[src/hdl/bwt_pkg.sv]
`timescale 1ns / 1ps
// ----------------------------------------------------------------------------
// bwt_pkg
// Types and constants shared by the broadcast work tracker modules.
// ----------------------------------------------------------------------------
package bwt_pkg;

  localparam int QUEUE_DEPTH = 16;
  localparam int IDX_W       = 4;
  localparam int OCC_W       = 5;
  localparam int ID_W        = 32;
  localparam int CPU_W       = 6;
  localparam int CNT_W       = 7;
  localparam logic [CNT_W-1:0] CNT_MAX = 7'd127;
  localparam int QDEPTH      = 2;
  localparam int QPTR_W      = 1;

  typedef enum logic [1:0] {
    CMD_ADD      = 2'd0,
    CMD_FETCH    = 2'd1,
    CMD_CHECKOUT = 2'd2,
    CMD_NONE     = 2'd3
  } cmd_t;

  typedef enum logic [2:0] {
    KIND_ADDED   = 3'd0,
    KIND_SKIPPED = 3'd1,
    KIND_FULL    = 3'd2,
    KIND_FETCH   = 3'd3,
    KIND_ACK     = 3'd4,
    KIND_RETIRED = 3'd5
  } kind_t;

  typedef enum logic [2:0] {
    S_IDLE,
    S_DISP,
    S_FCHK,
    S_CCHK,
    S_HRD,
    S_HCHK,
    S_FIN
  } state_t;

  typedef struct packed {
    cmd_t              cmd;
    logic              skip;
    logic [CPU_W-1:0]  cpu;
    logic [ID_W-1:0]   last_id;
    logic              incl;
    logic              freef;
    logic [CNT_W-1:0]  online;
    logic [IDX_W-1:0]  slot;
  } req_t;

  typedef struct packed {
    logic [ID_W-1:0]   ident;
    logic [CPU_W-1:0]  origin;
    logic              excl;
    logic              freef;
    logic [CNT_W-1:0]  expected;
    logic [CNT_W-1:0]  checkins;
    logic [CNT_W-1:0]  checkouts;
  } entry_t;

  typedef struct packed {
    kind_t             kind;
    logic              found;
    logic [IDX_W-1:0]  slot;
    logic [ID_W-1:0]   id;
    logic              completed;
  } res_t;

  function automatic logic [CNT_W-1:0] sat_inc(input logic [CNT_W-1:0] v);
    return (v == CNT_MAX) ? v : v + 1'b1;
  endfunction

endpackage

[src/hdl/broadcast_work_tracker_top.sv]
`timescale 1ns / 1ps
// ----------------------------------------------------------------------------
// broadcast_work_tracker_top
// Ring of 16 broadcast work entries with add, fetch and checkout requests.
// ----------------------------------------------------------------------------
// Requests pass a two-entry queue into a single engine that handles one
// request at a time against an entry RAM with one write and one registered
// read port. An add, or a checkout of an unoccupied slot, is answered at
// dispatch; a fetch reads ring entries from the head one by one (up to 16)
// until one matches; a checkout of an occupied slot reads and updates its
// entry and, when that reaches its expected count, reads the head entries
// and retires each while its checkouts cover its checkins. The RAM's one
// read per cycle is why entries are read one by one. The result register
// lets the queue keep taking requests while a result waits on the output.
module broadcast_work_tracker_top (
  input  logic                      clk,
  input  logic                      rst_n,
  input  logic                      in_valid,
  output logic                      in_ready,
  input  logic [1:0]                in_cmd,
  input  logic [bwt_pkg::CPU_W-1:0] in_cpu_id,
  input  logic [bwt_pkg::ID_W-1:0]  in_last_id,
  input  logic                      in_include_current,
  input  logic                      in_free_when_done,
  input  logic [bwt_pkg::CNT_W-1:0] in_online_count,
  input  logic [bwt_pkg::IDX_W-1:0] in_slot,
  output logic                      out_valid,
  input  logic                      out_ready,
  output logic [2:0]                out_reply_kind,
  output logic                      out_found,
  output logic [bwt_pkg::IDX_W-1:0] out_slot_out,
  output logic [bwt_pkg::ID_W-1:0]  out_work_id,
  output logic                      out_completed,
  output logic                      out_last
);
  import bwt_pkg::*;

  logic push_valid, push_ready, pop_valid, pop_ready;
  req_t push_req, pop_req;

  bwt_front u_front (
    .in_valid           (in_valid),
    .in_ready           (in_ready),
    .in_cmd             (in_cmd),
    .in_cpu_id          (in_cpu_id),
    .in_last_id         (in_last_id),
    .in_include_current (in_include_current),
    .in_free_when_done  (in_free_when_done),
    .in_online_count    (in_online_count),
    .in_slot            (in_slot),
    .push_valid         (push_valid),
    .push_ready         (push_ready),
    .push_req           (push_req)
  );

  bwt_queue u_queue (
    .clk        (clk),
    .rst_n      (rst_n),
    .push_valid (push_valid),
    .push_ready (push_ready),
    .push_req   (push_req),
    .pop_valid  (pop_valid),
    .pop_ready  (pop_ready),
    .pop_req    (pop_req)
  );

  bwt_back u_back (
    .clk            (clk),
    .rst_n          (rst_n),
    .q_valid        (pop_valid),
    .q_pop          (pop_ready),
    .q_req          (pop_req),
    .out_valid      (out_valid),
    .out_ready      (out_ready),
    .out_reply_kind (out_reply_kind),
    .out_found      (out_found),
    .out_slot_out   (out_slot_out),
    .out_work_id    (out_work_id),
    .out_completed  (out_completed),
    .out_last       (out_last)
  );

endmodule

[src/hdl/bwt_ram.sv]
`timescale 1ns / 1ps
// ----------------------------------------------------------------------------
// bwt_ram
// Generic single-write, single-read RAM with registered read data.
// ----------------------------------------------------------------------------
module bwt_ram #(
  parameter int WIDTH = 8,
  parameter int DEPTH = 16
) (
  input  logic                     clk,
  input  logic                     we,
  input  logic [$clog2(DEPTH)-1:0] waddr,
  input  logic [WIDTH-1:0]         wdata,
  input  logic [$clog2(DEPTH)-1:0] raddr,
  output logic [WIDTH-1:0]         rdata
);

  logic [WIDTH-1:0] mem_r [DEPTH];

  always_ff @(posedge clk) begin
    if (we) begin
      mem_r[waddr] <= wdata;
    end
    rdata <= mem_r[raddr];
  end

endmodule

[src/hdl/bwt_front.sv]
`timescale 1ns / 1ps
// ----------------------------------------------------------------------------
// bwt_front
// Takes requests, drops unknown commands and flags adds that will be skipped.
// ----------------------------------------------------------------------------
module bwt_front (
  input  logic                     in_valid,
  output logic                     in_ready,
  input  logic [1:0]               in_cmd,
  input  logic [bwt_pkg::CPU_W-1:0] in_cpu_id,
  input  logic [bwt_pkg::ID_W-1:0] in_last_id,
  input  logic                     in_include_current,
  input  logic                     in_free_when_done,
  input  logic [bwt_pkg::CNT_W-1:0] in_online_count,
  input  logic [bwt_pkg::IDX_W-1:0] in_slot,
  output logic                     push_valid,
  input  logic                     push_ready,
  output bwt_pkg::req_t            push_req
);
  import bwt_pkg::*;

  cmd_t cmd;

  assign cmd      = cmd_t'(in_cmd);
  assign in_ready = push_ready;
  // drop unknown commands: they give no result
  assign push_valid = in_valid && (cmd != CMD_NONE);

  always_comb begin
    push_req.cmd     = cmd;
    push_req.skip    = (cmd == CMD_ADD) && !in_include_current && (in_online_count == '0);
    push_req.cpu     = in_cpu_id;
    push_req.last_id = in_last_id;
    push_req.incl    = in_include_current;
    push_req.freef   = in_free_when_done;
    push_req.online  = in_online_count;
    push_req.slot    = in_slot;
  end

endmodule

[src/hdl/bwt_queue.sv]
`timescale 1ns / 1ps
// ----------------------------------------------------------------------------
// bwt_queue
// Short request queue between the front and the work engine.
// ----------------------------------------------------------------------------
module bwt_queue (
  input  logic          clk,
  input  logic          rst_n,
  input  logic          push_valid,
  output logic          push_ready,
  input  bwt_pkg::req_t push_req,
  output logic          pop_valid,
  input  logic          pop_ready,
  output bwt_pkg::req_t pop_req
);
  import bwt_pkg::*;

  req_t              mem_r [QDEPTH];
  logic [QPTR_W-1:0] wp_r, wp_nxt;
  logic [QPTR_W-1:0] rp_r, rp_nxt;
  logic [QPTR_W:0]   cnt_r, cnt_nxt;
  logic              do_push, do_pop;

  assign push_ready = (cnt_r < (QPTR_W+1)'(QDEPTH));
  assign pop_valid  = (cnt_r != '0);
  assign pop_req    = mem_r[rp_r];
  assign do_push    = push_valid && push_ready;
  assign do_pop     = pop_valid && pop_ready;

  always_comb begin
    wp_nxt  = do_push ? wp_r + 1'b1 : wp_r;
    rp_nxt  = do_pop ? rp_r + 1'b1 : rp_r;
    cnt_nxt = cnt_r + (QPTR_W+1)'(do_push) - (QPTR_W+1)'(do_pop);
  end

  always_ff @(posedge clk) begin
    if (!rst_n) begin
      wp_r  <= '0;
      rp_r  <= '0;
      cnt_r <= '0;
    end else begin
      wp_r  <= wp_nxt;
      rp_r  <= rp_nxt;
      cnt_r <= cnt_nxt;
    end
  end

  always_ff @(posedge clk) begin
    if (do_push) begin
      mem_r[wp_r] <= push_req;
    end
  end

endmodule

[src/hdl/bwt_back.sv]
`timescale 1ns / 1ps
// ----------------------------------------------------------------------------
// bwt_back
// Work engine: ring storage, fetch scan, checkout and retirement from head.
// ----------------------------------------------------------------------------
module bwt_back (
  input  logic                      clk,
  input  logic                      rst_n,
  input  logic                      q_valid,
  output logic                      q_pop,
  input  bwt_pkg::req_t             q_req,
  output logic                      out_valid,
  input  logic                      out_ready,
  output logic [2:0]                out_reply_kind,
  output logic                      out_found,
  output logic [bwt_pkg::IDX_W-1:0] out_slot_out,
  output logic [bwt_pkg::ID_W-1:0]  out_work_id,
  output logic                      out_completed,
  output logic                      out_last
);
  import bwt_pkg::*;

  state_t           state_r, state_nxt;
  req_t             req_r, req_nxt;
  logic [IDX_W-1:0] head_r, head_nxt;
  logic [IDX_W-1:0] tail_r, tail_nxt;
  logic [OCC_W-1:0] occ_r, occ_nxt;
  logic [ID_W-1:0]  ctr_r, ctr_nxt;
  logic [OCC_W-1:0] idx_r, idx_nxt;
  logic [IDX_W-1:0] addr_r, addr_nxt;
  res_t             pend_r, pend_nxt;
  res_t             out_r;
  logic             out_last_r;
  logic             out_valid_r;

  logic             emit, emit_last, fire, can_emit;
  res_t             emit_res;
  logic             ram_we;
  logic [IDX_W-1:0] ram_waddr, ram_raddr;
  entry_t           ram_wdata, rd;
  logic [ID_W-1:0]  new_id;
  logic [IDX_W-1:0] rel;
  logic             slot_busy, fetch_hit;
  logic [CNT_W-1:0] new_co;

  bwt_ram #(.WIDTH($bits(entry_t)), .DEPTH(QUEUE_DEPTH)) u_ram (
    .clk   (clk),
    .we    (ram_we),
    .waddr (ram_waddr),
    .wdata (ram_wdata),
    .raddr (ram_raddr),
    .rdata (rd)
  );

  assign can_emit  = !out_valid_r || out_ready;
  assign fire      = emit && can_emit;
  assign new_id    = (ctr_r == '0) ? ID_W'(1) : ctr_r;
  assign rel       = req_r.slot - head_r;
  assign slot_busy = ({1'b0, rel} < occ_r);
  assign fetch_hit = !(rd.excl && (rd.origin == req_r.cpu)) && (rd.ident > req_r.last_id);
  assign new_co    = sat_inc(rd.checkouts);

  // next state
  always_comb begin
    state_nxt = state_r;
    case (state_r)
      S_IDLE: if (q_valid) state_nxt = S_DISP;
      S_DISP: begin
        case (req_r.cmd)
          CMD_FETCH:    if (occ_r != '0) state_nxt = S_FCHK;
                        else if (fire) state_nxt = S_IDLE;
          CMD_CHECKOUT: if (slot_busy) state_nxt = S_CCHK;
                        else if (fire) state_nxt = S_IDLE;
          default:      if (fire) state_nxt = S_IDLE;
        endcase
      end
      S_FCHK: if (fire) state_nxt = S_IDLE;
      S_CCHK: state_nxt = (new_co >= rd.expected) ? S_HRD : S_FIN;
      S_HRD:  state_nxt = S_HCHK;
      S_HCHK: if (occ_r == '0 || rd.checkouts < rd.checkins) state_nxt = S_FIN;
      S_FIN:  if (fire) state_nxt = S_IDLE;
      default: state_nxt = S_IDLE;
    endcase
  end

  // datapath and results
  always_comb begin
    q_pop     = 1'b0;
    req_nxt   = req_r;
    head_nxt  = head_r;
    tail_nxt  = tail_r;
    occ_nxt   = occ_r;
    ctr_nxt   = ctr_r;
    idx_nxt   = idx_r;
    addr_nxt  = addr_r;
    pend_nxt  = pend_r;
    emit      = 1'b0;
    emit_last = 1'b1;
    emit_res  = '{kind: KIND_ADDED, found: 1'b0, slot: '0, id: '0, completed: 1'b0};
    ram_we    = 1'b0;
    ram_waddr = addr_r;
    ram_wdata = rd;
    ram_raddr = addr_r;
    case (state_r)
      S_IDLE: begin
        q_pop = q_valid;
        if (q_valid) req_nxt = q_req;
      end
      S_DISP: begin
        case (req_r.cmd)
          CMD_ADD: begin
            emit = 1'b1;
            if (req_r.skip) begin
              emit_res.kind = KIND_SKIPPED;
            end else if (occ_r == OCC_W'(QUEUE_DEPTH)) begin
              emit_res.kind = KIND_FULL;
            end else begin
              emit_res.slot = tail_r;
              emit_res.id   = new_id;
              ram_waddr     = tail_r;
              ram_wdata     = '{ident: new_id, origin: req_r.cpu, excl: !req_r.incl,
                                freef: req_r.freef, expected: req_r.online,
                                checkins: CNT_W'(!req_r.incl),
                                checkouts: CNT_W'(!req_r.incl)};
              if (fire) begin
                ram_we   = 1'b1;
                tail_nxt = tail_r + 1'b1;
                occ_nxt  = occ_r + 1'b1;
                ctr_nxt  = new_id + 1'b1;
              end
            end
          end
          CMD_FETCH: begin
            emit_res.kind = KIND_FETCH;
            if (occ_r == '0) begin
              emit = 1'b1;
            end else begin
              idx_nxt   = '0;
              addr_nxt  = head_r;
              ram_raddr = head_r;
            end
          end
          default: begin
            emit_res.kind = KIND_ACK;
            emit_res.slot = req_r.slot;
            if (slot_busy) begin
              pend_nxt  = emit_res;
              addr_nxt  = req_r.slot;
              ram_raddr = req_r.slot;
            end else begin
              emit = 1'b1;
            end
          end
        endcase
      end
      S_FCHK: begin
        emit_res.kind = KIND_FETCH;
        if (fetch_hit) begin
          emit           = 1'b1;
          emit_res.found = 1'b1;
          emit_res.slot  = addr_r;
          emit_res.id    = rd.ident;
          ram_wdata.checkins = sat_inc(rd.checkins);
          ram_we         = fire;
        end else if (idx_r + 1'b1 == occ_r) begin
          emit = 1'b1;
        end else begin
          idx_nxt   = idx_r + 1'b1;
          addr_nxt  = addr_r + 1'b1;
          ram_raddr = addr_r + 1'b1;
        end
      end
      S_CCHK: begin
        ram_wdata.checkouts = new_co;
        ram_we = 1'b1;
      end
      S_HRD: begin
        addr_nxt  = head_r;
        ram_raddr = head_r;
      end
      S_HCHK: begin
        if (occ_r != '0 && rd.checkouts >= rd.checkins) begin
          // hold previous result until we know this one follows
          emit      = 1'b1;
          emit_last = 1'b0;
          emit_res  = pend_r;
          if (fire) begin
            pend_nxt  = '{kind: KIND_RETIRED, found: 1'b0, slot: head_r, id: rd.ident,
                          completed: !rd.freef};
            head_nxt  = head_r + 1'b1;
            occ_nxt   = occ_r - 1'b1;
            addr_nxt  = head_r + 1'b1;
            ram_raddr = head_r + 1'b1;
          end
        end
      end
      S_FIN: begin
        emit     = 1'b1;
        emit_res = pend_r;
      end
      default: ;
    endcase
  end

  always_ff @(posedge clk) begin
    if (!rst_n) begin
      state_r     <= S_IDLE;
      head_r      <= '0;
      tail_r      <= '0;
      occ_r       <= '0;
      ctr_r       <= ID_W'(1);
      out_valid_r <= 1'b0;
    end else begin
      state_r <= state_nxt;
      head_r  <= head_nxt;
      tail_r  <= tail_nxt;
      occ_r   <= occ_nxt;
      ctr_r   <= ctr_nxt;
      if (fire) begin
        out_valid_r <= 1'b1;
      end else if (out_ready) begin
        out_valid_r <= 1'b0;
      end
    end
  end

  always_ff @(posedge clk) begin
    req_r  <= req_nxt;
    idx_r  <= idx_nxt;
    addr_r <= addr_nxt;
    pend_r <= pend_nxt;
    if (fire) begin
      out_r      <= emit_res;
      out_last_r <= emit_last;
    end
  end

  assign out_valid      = out_valid_r;
  assign out_reply_kind = 3'(out_r.kind);
  assign out_found      = out_r.found;
  assign out_slot_out   = out_r.slot;
  assign out_work_id    = out_r.id;
  assign out_completed  = out_r.completed;
  assign out_last       = out_last_r;

endmodule

[config.mk]
export PLATFORM = sky130hd
export DESIGN_NAME = broadcast_work_tracker_top
export DESIGN_NICKNAME = d
export VERILOG_FILES = /design/src/hdl/bwt_pkg.sv /design/src/hdl/broadcast_work_tracker_top.sv /design/src/hdl/bwt_ram.sv /design/src/hdl/bwt_front.sv /design/src/hdl/bwt_queue.sv /design/src/hdl/bwt_back.sv
export SDC_FILE = /design/constraint.sdc
export NUM_CORES = 2
export LEC_CHECK = 0
export CAP_MARGIN = 5
export CORE_UTILIZATION = 35
export CTS_CLUSTER_DIAMETER = 100
export CTS_CLUSTER_SIZE = 16
export DETAILED_ROUTE_END_ITERATION = 12
export DONT_BUFFER_PORTS = 1
export GPL_TIMING_DRIVEN = 0
export PLACE_DENSITY = 0.47
export SLEW_MARGIN = 20
export SYNTH_ARGS = -nofsm -noshare
export SYNTH_HDL_FRONTEND = slang
export SYNTH_SLANG_ARGS = --single-unit
[constraint.sdc]
create_clock -name clk -period 8.12 [get_ports clk]
set_input_delay 2.03 -clock clk [delete_from_list [all_inputs] [get_ports clk]]
set_output_delay 2.03 -clock clk [all_outputs]
set_load 0.03 [all_outputs]
==> impl_metrics.sql <==
INSERT INTO impl_metrics (metric_group, metric, value, unit) VALUES
('floorplan', 'start_util', '35.2', '%'),
('floorplan', 'die_y', '398', 'um'),
('logic_synthesis', 'number_of_enable_type_register_cells_in_the_synthesized_netlist', '1223', ''),
('cts', 'cts.path.max_buffers', '3', ''),
('placement', 'placedInstanceArea', '58700', 'um2'),
('worst_setup_path', 'worstPathCellList', 'inv_1 -> ha_1 -> nor2b_1 -> o211ai_1 -> a2111oi_4 -> nor3_2 -> o41ai_4 -> o21ai_1 -> and2_1 -> or3_1 -> clkbuf_1 -> a21oi_1 -> a21boi_0 -> nor2b_4 -> buf_8 -> buf_12', ''),
('cells_and_area', 'layout.core_utilization', '39.4', '%'),
('power_and_ir_drop', 'ir_drop', '217', 'uV'),
('sta', 'timing_max_transition_violations_final', '0', ''),
('sta', 'worst-slew-pin-transition', '1.07', 'ns'),
('floorplan', 'std_cell_rows', '145', ''),
('floorplan', 'die-width', '398', 'um'),
('grt', 'antenna_found_initial', '9', ''),
('logic_synthesis', 'synth.top_cells.by_area', 'sky130_fd_sc_hd__edfxtp_1 (67%), sky130_fd_sc_hd__nand2_1 (4.6%), sky130_fd_sc_hd__dfxtp_1 (4.3%), sky130_fd_sc_hd__a311oi_1 (3.9%), sky130_fd_sc_hd__and3_1 (3.4%)', ''),
('logic_synthesis', 'synth_flop_cell', 'sky130_fd_sc_hd__edfxtp_1', ''),
('cells_and_area', 'area.growth.synth_to_final', '11.8', '%'),
('logic_synthesis', 'syn-cell-area', '55000', 'um2'),
('logic_synthesis', 'synth_async_sr_flop_share', '0', '%'),
('sta', 'skew', '0.0338', 'ns'),
('sta', 'fin_hold_ws', '0.517', 'ns'),
('cells_and_area', 'final_nets', '4199', ''),
('sta', 'rsz0062_at_grt', 'false', ''),
('worst_setup_path', 'worstSetupStartpointType', 'flip-flop', ''),
('cts', 'htree_levels', '3', ''),
('power_and_ir_drop', 'cellPowerDensity', '399', 'nW/um2'),
('grt', 'grt_usage', '21.4', '%'),
('worst_setup_path', 'slowest_delay', '0.84', 'ns'),
('grt', 'pin_count_of_the_biggest_net_entering_global_routing', '40', ''),
('cells_and_area', 'postLayoutCellArea', '61500', 'um2'),
('sta', 'timing.final.hold_violations', '0', ''),
('logic_synthesis', 'post-synth-top-area-fraction', '66.8', '%'),
('worst_setup_path', 'crit_path_end_kind', 'flip-flop', ''),
('min_path', 'hold-path-cell-count', '2', ''),
('routing', 'postRouteAntennaNets', '0', ''),
('sta', 'period_share', '79.9', '%'),
('cts', 'num_cts_buffers', '94', ''),
('cts', 'post_cts.repair.setup_buffers', '0', ''),
('placement', 'place_congestion', '0.865', ''),
('floorplan', 'coreArea', '156000', 'um2'),
('routing', 'post-route-drc-count', '0', ''),
('cts', 'cts.clk_slew.worst_paths', '0.08', 'ns'),
('routing', 'dr.pass1.iters', '8', ''),
('worst_setup_path', 'crit_path_max_fanout', '20', ''),
('routing', 'vias', '33900', ''),
('routing', 'vias_per_cell', '5.45', ''),
('sta', 'worst_slew_margin_rel', '28.0', '%'),
('cells_and_area', 'final_layout_size_suffix_gt1_share', '10.1', '%'),
('worst_setup_path', 'critPathSlowestCell', 'sky130_fd_sc_hd__o41ai_4', ''),
('grt', 'grt_first_pass_wirelength', '245000', 'um'),
('flow_run', 'number_of_violations_of_the_max_capacitance_limit', '0', ''),
('grt', 'grt_overflow', '0', ''),
('logic_synthesis', 'synth_cell_type_count', '81', ''),
('worst_setup_path', 'timing.reg2reg.setup_slack', '1.63', 'ns'),
('sta', 'achievable-frequency', '0.154', 'GHz'),
('logic_synthesis', 'yosysWarningCount', '0', ''),
('logic_synthesis', 'yosysSeqAreaShare', '71.1', '%'),
('routing', 'routed_length_per_placed_instance', '27.6', 'um'),
('worst_setup_path', 'reg2reg_path_depth', '16', ''),
('floorplan', 'floorplan.io_pins', '101', ''),
('grt', 'grt_pass1_vias', '33500', ''),
('run_status', 'status', 'completed', ''),
('power_and_ir_drop', 'p_total', '24600', 'uW'),
('worst_setup_path', 'crit_arrival', '6.89', 'ns'),
('placement', 'place.port_buffers', '0', ''),
('logic_synthesis', 'post-synth-top-area-cell', 'sky130_fd_sc_hd__edfxtp_1', ''),
('placement', 'place_hpwl', '120000', 'um'),
('worst_setup_path', 'cp.required', '8.52', 'ns'),
('logic_synthesis', 'postSynthRegisterBits', '1341', ''),
('cts', 'clockRootBuffer', 'sky130_fd_sc_hd__clkbuf_16', ''),
('routing', 'drtIter0Drc', '3301', ''),
('cts', 'worst_skew_pair.late_latency', '0.73', 'ns');
==> cells in the final DEF (no fill, tap or decap), types with 26 or more instances in the layout <==
| cell type | count |
|---|---|
| sky130_fd_sc_hd__o21ai_0 | 48 |
| sky130_fd_sc_hd__a222oi_1 | 33 |
| sky130_fd_sc_hd__clkbuf_1 | 258 |
| sky130_fd_sc_hd__a211oi_2 | 51 |
| sky130_fd_sc_hd__nand2_1 | 671 |
| sky130_fd_sc_hd__a21oi_1 | 36 |
| sky130_fd_sc_hd__inv_1 | 110 |
| sky130_fd_sc_hd__and2_1 | 28 |
| sky130_fd_sc_hd__a21boi_0 | 26 |
| sky130_fd_sc_hd__a311oi_1 | 247 |
| sky130_fd_sc_hd__nor2_1 | 44 |
| sky130_fd_sc_hd__buf_2 | 67 |
| sky130_fd_sc_hd__or4_1 | 64 |
| sky130_fd_sc_hd__clkbuf_16 | 96 |
| sky130_fd_sc_hd__edfxtp_1 | 1223 |
| sky130_fd_sc_hd__dfxtp_1 | 118 |
| sky130_fd_sc_hd__mux2_2 | 57 |
| sky130_fd_sc_hd__a211oi_1 | 197 |
| sky130_fd_sc_hd__xnor2_1 | 31 |
| sky130_fd_sc_hd__and3_1 | 292 |
| sky130_fd_sc_hd__nand3_1 | 31 |
| sky130_fd_sc_hd__ha_1 | 67 |
==> path summary, 6_finish.rpt <==
kind / startpoint / end
max: u_back.u_ram.rdata[29]$_DFF_P_ / u_back.u_ram.mem_r[1][33]$_DFFE_PP_
min: u_back.pend_r[33]$_DFFE_PP_ / u_back.out_slot_out[0]$_DFFE_PP_
max reg2reg: u_back.u_ram.rdata[29]$_DFF_P_ / u_back.u_ram.mem_r[1][33]$_DFFE_PP_
min reg2reg: u_back.pend_r[33]$_DFFE_PP_ / u_back.out_slot_out[0]$_DFFE_PP_
==> cell usage after synthesis, drive strengths merged (4+ instances only) <==
library cell     n
nand3b           4
nor2            47
o21a             7
nor3            16
o21ai           73
a22oi            4
xor2            21
a21o             9
nand2b          13
a311oi         247
a21boi          27
o211ai           7
a31oi            6
clkbuf         197
edfxtp        1223
a21oi           37
ha              67
nand3           31
or2              5
or3             21
mux2            57
and2            40
a211oi         248
a222oi          33
buf             86
nor2b           17
a221o            4
xnor2           31
nand2          674
inv            112
and3           295
nand4           20
nor4            15
dfxtp          118
or4             64
==> worst max-delay path: cells and delay by family (launching register included) <==
family	cells	cell delay, ns
AOI/OAI and AO/OA	6	2.75
adders and majority gates	1	0.38
buffers and inverters	4	1.11
DFF	1	0.31
and+or+nand+nor	5	1.54
==> routing by layer <==
layer	vias to the layer above	track usage (%)	wire, um
met4	2	5.51	3660
met3	187	3.38	10400
met2	966	35.0	80700
li1	15400	-	-
met1	17300	29.6	76700
met5	-	0	20
==> report_power, final <==
| group | internal [uW] | switching [uW] |
|---|---|---|
| clock network | 2240 | 2410 |
| logic | 2730 | 7630 |
| registers | 8970 | 597 |
| total | 13900 | 10600 |
==> sequential cells by signal, summed over array words and instances (netlist names), 2 cells and up <==
| register | cells |
|---|---|
| u_back.req_r | 54 |
| u_back.pend_r | 38 |
| u_back.state_r | 3 |
| u_back.u_ram.mem_r | 976 |
| u_queue.mem_r | 108 |
| u_back.addr_r | 4 |
| u_back.out_work_id | 32 |
| u_back.ctr_r | 32 |
| u_back.head_r | 4 |
| u_queue.cnt_r | 2 |
| u_back.occ_r | 5 |
| u_back.u_ram.rdata | 61 |
| u_back.tail_r | 4 |
| u_back.idx_r | 5 |
| u_back.out_reply_kind | 3 |
| u_back.out_slot_out | 4 |
==> stage by stage <==
stage	worst slack, ns	TNS (ns)	std cells
6_report	1.63	0	6212
3_5_place_dp	1.68	0	6035
4_1_cts	1.63	0	6210
2_1_floorplan	0.488	0	3918
5_1_grt	1.36	0	6210
3_3_place_gp	-5.74	-891.18	5976
==> layout make-up <==
type	instances	area, um2
Clock inverter	6	70.1
Tap cell	2058	2570
Inverter	112	420
Multi-Input combinational cell	2182	14400
Buffer	283	1250
Timing Repair Buffer	59	1010
Sequential cell	1341	39100
Clock buffer	169	2680
Antenna cell	2	5.00
Fill cell	14700	94500
==> kinds of logic (layout without fill, tap and decap cells) <==
group | Yosys count | count (layout) | synth area share [%]
compound gates | 736 | 736 | 11.0
flops | 1341 | 1341 | 71.1
fa+ha+maj | 69 | 69 | 1.60
buf+inv | 395 | 629 | 3.02
mux | 59 | 59 | 1.20
other cells | 0 | 2 | 0
simple gates | 1266 | 1266 | 11.3
xor+xnor | 52 | 52 | 0.828
Power figures use the tool's default switching activity.
